==> src/design/rcb_pkg.sv <==
// rcb_pkg: shared types, register indexes and fixed-point helpers for the
// RGB colour balance pipeline. No dependencies.
`timescale 1ns / 1ps

package rcb_pkg;

  localparam int unsigned CH_COUNT   = 3;
  localparam int unsigned PIX_W      = 8;
  localparam int unsigned DIFF_W     = PIX_W + 1;   // signed channel difference
  localparam int unsigned GAIN_W     = 11;          // gains carried as signed 11 bit
  localparam int unsigned PROD_W     = DIFF_W + GAIN_W;
  localparam int unsigned Q_W        = PROD_W - 8;  // product after Q8 scaling
  localparam int unsigned SUM_W      = 13;          // base plus scaled term
  localparam int unsigned CFG_IDX_W  = 2;
  localparam int unsigned CFG_DATA_W = 10;
  localparam int unsigned N_STAGES   = 8;

  localparam logic [PIX_W-1:0] PIX_MAX = 8'd255;
  localparam logic [PIX_W-1:0] PIX_MID = 8'd128;

  // floor(s / 3) for s <= 765 as (s * 683) >> 11
  localparam logic [9:0] THIRD_RECIP = 10'd683;
  localparam int unsigned THIRD_SHIFT = 11;

  typedef enum logic [CFG_IDX_W-1:0] {
    REG_BRIGHTNESS = 2'd0,
    REG_CONTRAST   = 2'd1,
    REG_HUE        = 2'd2,
    REG_SATURATION = 2'd3
  } cfg_reg_t;

  typedef logic [CH_COUNT-1:0][PIX_W-1:0]  pix_t;
  typedef logic [CH_COUNT-1:0][DIFF_W-1:0] diff_t;

  typedef struct packed {
    logic en_mul;
    logic en_add;
  } lane_ctl_t;

  // Q8 scale with truncation toward zero
  function automatic logic signed [Q_W-1:0] q8_trunc(input logic signed [PROD_W-1:0] p);
    logic signed [PROD_W-1:0] adj;
    adj = p + (p[PROD_W-1] ? PROD_W'(255) : PROD_W'(0));
    return adj[PROD_W-1:8];
  endfunction

  function automatic logic [PIX_W-1:0] clamp_pix(input logic signed [SUM_W-1:0] v);
    logic [PIX_W-1:0] res;
    if (v[SUM_W-1]) begin
      res = '0;
    end else if (v > $signed({5'd0, PIX_MAX})) begin
      res = PIX_MAX;
    end else begin
      res = v[PIX_W-1:0];
    end
    return res;
  endfunction

endpackage

==> src/design/rcb_lane.sv <==
// rcb_lane: three-lane Q8 scale-and-offset unit, two register stages
// (product, then truncate/add/clamp). Depends on rcb_pkg.
`timescale 1ns / 1ps

module rcb_lane import rcb_pkg::*; (
  input  logic                     clk,
  input  lane_ctl_t                ctl,
  input  logic signed [GAIN_W-1:0] gain,
  input  diff_t                    diff,
  input  pix_t                     base,
  output pix_t                     res
);

  logic signed [PROD_W-1:0] prod_r [CH_COUNT];
  pix_t                     base_r;
  pix_t                     res_r;

  always_ff @(posedge clk) begin
    if (ctl.en_mul) begin
      for (int i = 0; i < CH_COUNT; i++) begin
        prod_r[i] <= $signed(diff[i]) * gain;
      end
      base_r <= base;
    end
  end

  always_ff @(posedge clk) begin
    if (ctl.en_add) begin
      for (int i = 0; i < CH_COUNT; i++) begin
        res_r[i] <= clamp_pix($signed({5'd0, base_r[i]}) +
                              SUM_W'(q8_trunc(prod_r[i])));
      end
    end
  end

  assign res = res_r;

endmodule

==> src/design/rgb_color_balance.sv <==
// rgb_color_balance: brightness, contrast, hue and saturation on an RGB
// pixel stream. One word per cycle sustained while the output is not stalled;
// each stage holds a word and fills bubbles on a stall.
// Synchronous active-low reset clears the stage valids and restores the
// register defaults (offset 0, contrast and saturation unity, hue 0).
`timescale 1ns / 1ps

module rgb_color_balance import rcb_pkg::*; (
  input  logic                  clk,
  input  logic                  rst_n,
  input  logic                  in_tvalid,
  output logic                  in_tready,
  input  logic [23:0]           in_tdata,   // red_in[7:0], green_in[15:8], blue_in[23:16]
  output logic                  out_tvalid,
  input  logic                  out_tready,
  output logic [23:0]           out_tdata,  // red_out[7:0], green_out[15:8], blue_out[23:16]
  input  logic                  cfg_valid,
  output logic                  cfg_ready,
  input  logic [CFG_IDX_W-1:0]  cfg_index,
  input  logic [CFG_DATA_W-1:0] cfg_data
);

  logic signed [8:0] bright_r;
  logic [9:0]        contrast_r;
  logic signed [9:0] hue_r;
  logic [9:0]        sat_r;

  assign cfg_ready = 1'b1;

  always_ff @(posedge clk) begin
    if (!rst_n) begin
      bright_r   <= '0;
      contrast_r <= 10'd256;
      hue_r      <= '0;
      sat_r      <= 10'd256;
    end else if (cfg_valid) begin
      unique case (cfg_reg_t'(cfg_index))
        REG_BRIGHTNESS: bright_r   <= cfg_data[8:0];
        REG_CONTRAST:   contrast_r <= cfg_data;
        REG_HUE:        hue_r      <= cfg_data;
        REG_SATURATION: sat_r      <= cfg_data;
        default: ;
      endcase
    end
  end

  // stage handshake: a stage moves when empty or when the next one moves
  logic [N_STAGES-1:0] v_r;
  logic [N_STAGES:0]   rdy;

  always_comb begin
    rdy[N_STAGES] = out_tready;
    for (int k = N_STAGES - 1; k >= 0; k--) begin
      rdy[k] = !v_r[k] || rdy[k+1];
    end
  end

  always_ff @(posedge clk) begin
    if (!rst_n) begin
      v_r <= '0;
    end else begin
      if (rdy[0]) begin
        v_r[0] <= in_tvalid;
      end
      for (int k = 1; k < N_STAGES; k++) begin
        if (rdy[k]) begin
          v_r[k] <= v_r[k-1];
        end
      end
    end
  end

  assign in_tready = rdy[0];

  // stage 0: brightness
  pix_t bri_r;
  always_ff @(posedge clk) begin
    if (rdy[0]) begin
      for (int i = 0; i < CH_COUNT; i++) begin
        bri_r[i] <= clamp_pix(SUM_W'($signed({1'b0, in_tdata[i*PIX_W +: PIX_W]})) +
                              SUM_W'(bright_r));
      end
    end
  end

  // stages 1-2: contrast about mid grey
  diff_t con_diff;
  pix_t  con_base;
  pix_t  con_res;
  always_comb begin
    for (int i = 0; i < CH_COUNT; i++) begin
      con_diff[i] = {1'b0, bri_r[i]} - {1'b0, PIX_MID};
      con_base[i] = PIX_MID;
    end
  end

  rcb_lane u_contrast (
    .clk  (clk),
    .ctl  (lane_ctl_t'{en_mul: rdy[1], en_add: rdy[2]}),
    .gain ($signed({1'b0, contrast_r})),
    .diff (con_diff),
    .base (con_base),
    .res  (con_res)
  );

  // stages 3-4: hue, cyclic differences of the other two channels
  diff_t hue_diff;
  pix_t  hue_res;
  always_comb begin
    for (int i = 0; i < CH_COUNT; i++) begin
      hue_diff[i] = {1'b0, con_res[(i+1)%CH_COUNT]} - {1'b0, con_res[(i+2)%CH_COUNT]};
    end
  end

  rcb_lane u_hue (
    .clk  (clk),
    .ctl  (lane_ctl_t'{en_mul: rdy[3], en_add: rdy[4]}),
    .gain ({hue_r[9], hue_r}),
    .diff (hue_diff),
    .base (con_res),
    .res  (hue_res)
  );

  // stage 5: truncated mean of the three channels
  pix_t       h_r;
  logic [7:0] mean_r;
  logic [9:0] sum3;
  logic [19:0] mean_prod;
  always_comb begin
    sum3      = 10'(hue_res[0]) + 10'(hue_res[1]) + 10'(hue_res[2]);
    mean_prod = 20'(sum3) * 20'(THIRD_RECIP);
  end

  always_ff @(posedge clk) begin
    if (rdy[5]) begin
      h_r    <= hue_res;
      mean_r <= mean_prod[THIRD_SHIFT +: PIX_W];
    end
  end

  // stages 6-7: saturation about the mean
  diff_t sat_diff;
  pix_t  sat_base;
  pix_t  sat_res;
  always_comb begin
    for (int i = 0; i < CH_COUNT; i++) begin
      sat_diff[i] = {1'b0, h_r[i]} - {1'b0, mean_r};
      sat_base[i] = mean_r;
    end
  end

  rcb_lane u_saturation (
    .clk  (clk),
    .ctl  (lane_ctl_t'{en_mul: rdy[6], en_add: rdy[7]}),
    .gain ($signed({1'b0, sat_r})),
    .diff (sat_diff),
    .base (sat_base),
    .res  (sat_res)
  );

  assign out_tvalid = v_r[N_STAGES-1];
  assign out_tdata  = sat_res;

endmodule

==> config.mk <==
export PLATFORM = sky130hd
export DESIGN_NAME = rgb_color_balance
export DESIGN_NICKNAME = d
export VERILOG_FILES = /design/src/design/rcb_pkg.sv /design/src/design/rcb_lane.sv /design/src/design/rgb_color_balance.sv
export SDC_FILE = /design/constraint.sdc
export NUM_CORES = 2
export LEC_CHECK = 0
export BUFFER_PORTS_ARGS = -buffer_cell sky130_fd_sc_hd__buf_2
export CAP_MARGIN = 25
export CELL_PAD_IN_SITES_DETAIL_PLACEMENT = 1
export CELL_PAD_IN_SITES_GLOBAL_PLACEMENT = 1
export CORE_ASPECT_RATIO = 1.75
export CORE_MARGIN = 1
export CORE_UTILIZATION = 57
export DETAILED_ROUTE_END_ITERATION = 10
export PLACE_DENSITY_LB_ADDON = 0.1
export SETUP_SLACK_MARGIN = 0.5
export SLEW_MARGIN = 20
export SYNTH_ARGS = -nofsm -noshare
export SYNTH_HDL_FRONTEND = slang
export SYNTH_HIERARCHICAL = 1
export SYNTH_SLANG_ARGS = --single-unit
==> constraint.sdc <==
create_clock -name clk -period 16.29 [get_ports clk]
set_input_delay 1.629 -clock clk [delete_from_list [all_inputs] [get_ports clk]]
set_output_delay 1.629 -clock clk [all_outputs]
set_load 0.1 [all_outputs]
==> impl_metrics.toml <==
[logic_synthesis]
ys_ff_latch = 427
yosys.area_share.adder = 0.420
synth_edf_count = 380
ys_seq_area_frac = 0.213
synth_top_family_by_area = "adder cells"
ys_types = 92
synthFlopType = "edfxtp_1"
synthMuxAreaShare = 0.00579
synth_xor_area_frac = 0.0555
synthArstFlopShare = 0
synthCells = 5853
synth-simple-area-share = 0.139
syn_area_um2 = 57900
synth-compound-area-share = 0.0897
syn-mean-instance-area_um2 = 9.90
ys_warn_count = 6

[placement]
io_buffers = 66
hpwl_um = 133000
gp_congestion = 0.881

[cts]
cts_tree = "yes"
clock_sinks = 427
clock_tree.buffer_depth = 3
cts.repair.resized = 0
clkTransAtPathRegs_ps = 70
insertion_delay_ps = 630
post-cts-setup-buffers = 0
hold_buffers = 0
cts-buffers-inserted = 47
root_buffer = "clkbuf_16"
htreeDepth = 2

[global_routing]
track_usage = 0.317
grt_remaining_overflow = 0
grt_pass1_vias = 48900
antenna_found_initial = 2
grt_first_pass_wirelength_um = 252000
grt_max_degree = 85

[critical_path]
crit_family = "adder cells"
end_kind = "register"
crit_type = "register to register"
worst-r2r-cell-count = 27
cp_max_fo = 11
cp-startpoint = "mean_r[1]"
critPathRequiredTime_ps = 16650
crit_buf_inv = 5
slowest_delay_ps = 790
cp_slowest_cell = "xor2_1"
critPathLaunchType = "register"
arrival_ps = 8090
reg2reg_from = "mean_r[1]"
r2r-end = "u_saturation/prod_r[0][19]"
rrSetupSlack_ps = 8570

[timing]
max_freq_mhz = 129
holdWs_ps = 454
slew_viol_final = 0
tightest_slew_ps = 1100
fin_crit_ps = 7720
hold_violations = 0
relSlewSlack = 0.261
skew_ps = 28.7
rsz0062_at_grt = "no"
period_share = 0.474
setup_viol = 0
finalSetupTns_ps = 0

[routing]
vias_per_cell = 5.77
firstDrtPassIters = 5
drcViolationCount = 0
wirelength_um = 159000
vias = 41800
wl_per_cell_um = 22.0
ant_nets = 0
first_iter_violations = 1198

[finish]
synthToLayoutAreaGrowth_pct = 6.04
drive_above_1_share = 0.0468
fillers = 11100
layout.nets = 7381

[min_path]
worstHoldPathCells = 0
holdCritPathClass = "register to register"
min_to = "h_r[9]"
worstHoldStart = "u_hue/res[9]"

[floorplan]
die-area_um2 = 103000
die_w_um = 243
core_area_um2 = 101000
chipHeight_um = 424
row_count = 154
start_util = 0.575
io_pins = 68

[run]
drv_cap = 0

[outcome]
status = "completed"
-- cells in the final DEF, fill, tap and decap left out, drive strengths merged, types with 47 or more instances in the layout --
| master | n |
|---|---|
| and2 | 351 |
| dfxtp | 47 |
| edfxtp | 380 |
| nor2b | 54 |
| a21oi | 258 |
| clkbuf | 64 |
| nand3 | 81 |
| a21o | 69 |
| ha | 658 |
| fa | 804 |
| inv | 1006 |
| nand2b | 117 |
| nand2 | 638 |
| xor2 | 113 |
| buf | 124 |
| nor3 | 67 |
| o21ai | 109 |
| nor2 | 150 |
| xnor2 | 254 |
-- routing by layer --
metal / wire (µm) / track usage
met1: 48000 / 0.260
met3: 3300 / 0.0262
met4: 14400 / 0.251
met2: 93700 / 0.661
met5: 0 / 0
-- cells in the mapped netlist (67+ instances only) --
master | instances | area (µm²)
nor3_1 | 67 | 335
nand2b_1 | 117 | 732
inv_1 | 1005 | 3770
nand2_1 | 638 | 2390
o21ai_0 | 87 | 435
nor2_1 | 150 | 563
fa_1 | 804 | 16100
nand3_1 | 81 | 405
a21o_1 | 68 | 510
edfxtp_1 | 380 | 11400
a21oi_1 | 254 | 1270
xor2_1 | 113 | 990
ha_1 | 658 | 8230
and2_1 | 351 | 2200
clkbuf_1 | 164 | 616
xnor2_1 | 254 | 2220
-- layout make-up --
| type | count | area (µm²) | share of cell area |
|---|---|---|---|
| multi-input cells | 4273 | 41200 | 0.671 |
| flip-flops and latches | 427 | 12400 | 0.201 |
| inverters | 1005 | 3770 | 0.0614 |
| well taps | 1326 | 1660 | 0.0270 |
| clock buffers | 64 | 1390 | 0.0226 |
| repair buffers | 124 | 787 | 0.0128 |
| clock inverters | 22 | 214 | 0.00348 |
| diodes | 3 | 7.51 | 0.000122 |
-- through the flow --
step | utilization | cell area [µm²] | std cells | setup WS, ps
2_1_floorplan | - | 58000 | 5878 | 9640
3_3_place_gp | 0.593 | 59800 | 7150 | 8870
3_5_place_dp | 0.594 | 59800 | 7154 | 8610
4_1_cts | 0.609 | 61400 | 7240 | 8600
5_1_grt | 0.610 | 61400 | 7243 | 8040
6_report | 0.610 | 61400 | 7244 | 8570
-- sequential cells by signal, indices dropped and copies added (netlist names) --
| register | cells |
|---|---|
| bri_r | 24 |
| bright_r | 9 |
| contrast_r | 10 |
| h_r | 24 |
| hue_r | 10 |
| mean_r | 8 |
| sat_r | 10 |
| u_contrast/base_r | 24 |
| u_contrast/prod_r | 60 |
| u_contrast/res | 24 |
| u_hue/base_r | 24 |
| u_hue/prod_r | 60 |
| u_hue/res | 24 |
| u_saturation/base_r | 24 |
| u_saturation/prod_r | 60 |
| u_saturation/res | 24 |
| v_r | 8 |
-- how the worst max path moves through the flow --
stage | cells past startpoint | slack (ps) | end
floorplan | 26 | 9640 | u_hue/prod_r[0][59]
global placement | 26 | 8870 | u_hue/prod_r[0][19]
detailed placement | 26 | 8610 | u_hue/prod_r[0][19]
CTS | 26 | 8600 | u_hue/prod_r[0][19]
global route | 27 | 8040 | u_saturation/prod_r[0][39]
finish | 27 | 8570 | u_saturation/prod_r[0][19]
-- cell families (layout without fill, tap and decap cells) --
group           after synthesis  in the layout
buf+inv                    1178           1215
simple gates               1621           1621
compound gates              764            764
flops                       427            427
mux                          32             32
fa+ha+maj                  1462           1462
other cells                   2             30
xor+xnor                    367            367
Power is not shown: default switching activity piles up to over one toggle a cycle in this logic, so the estimate is an artifact.
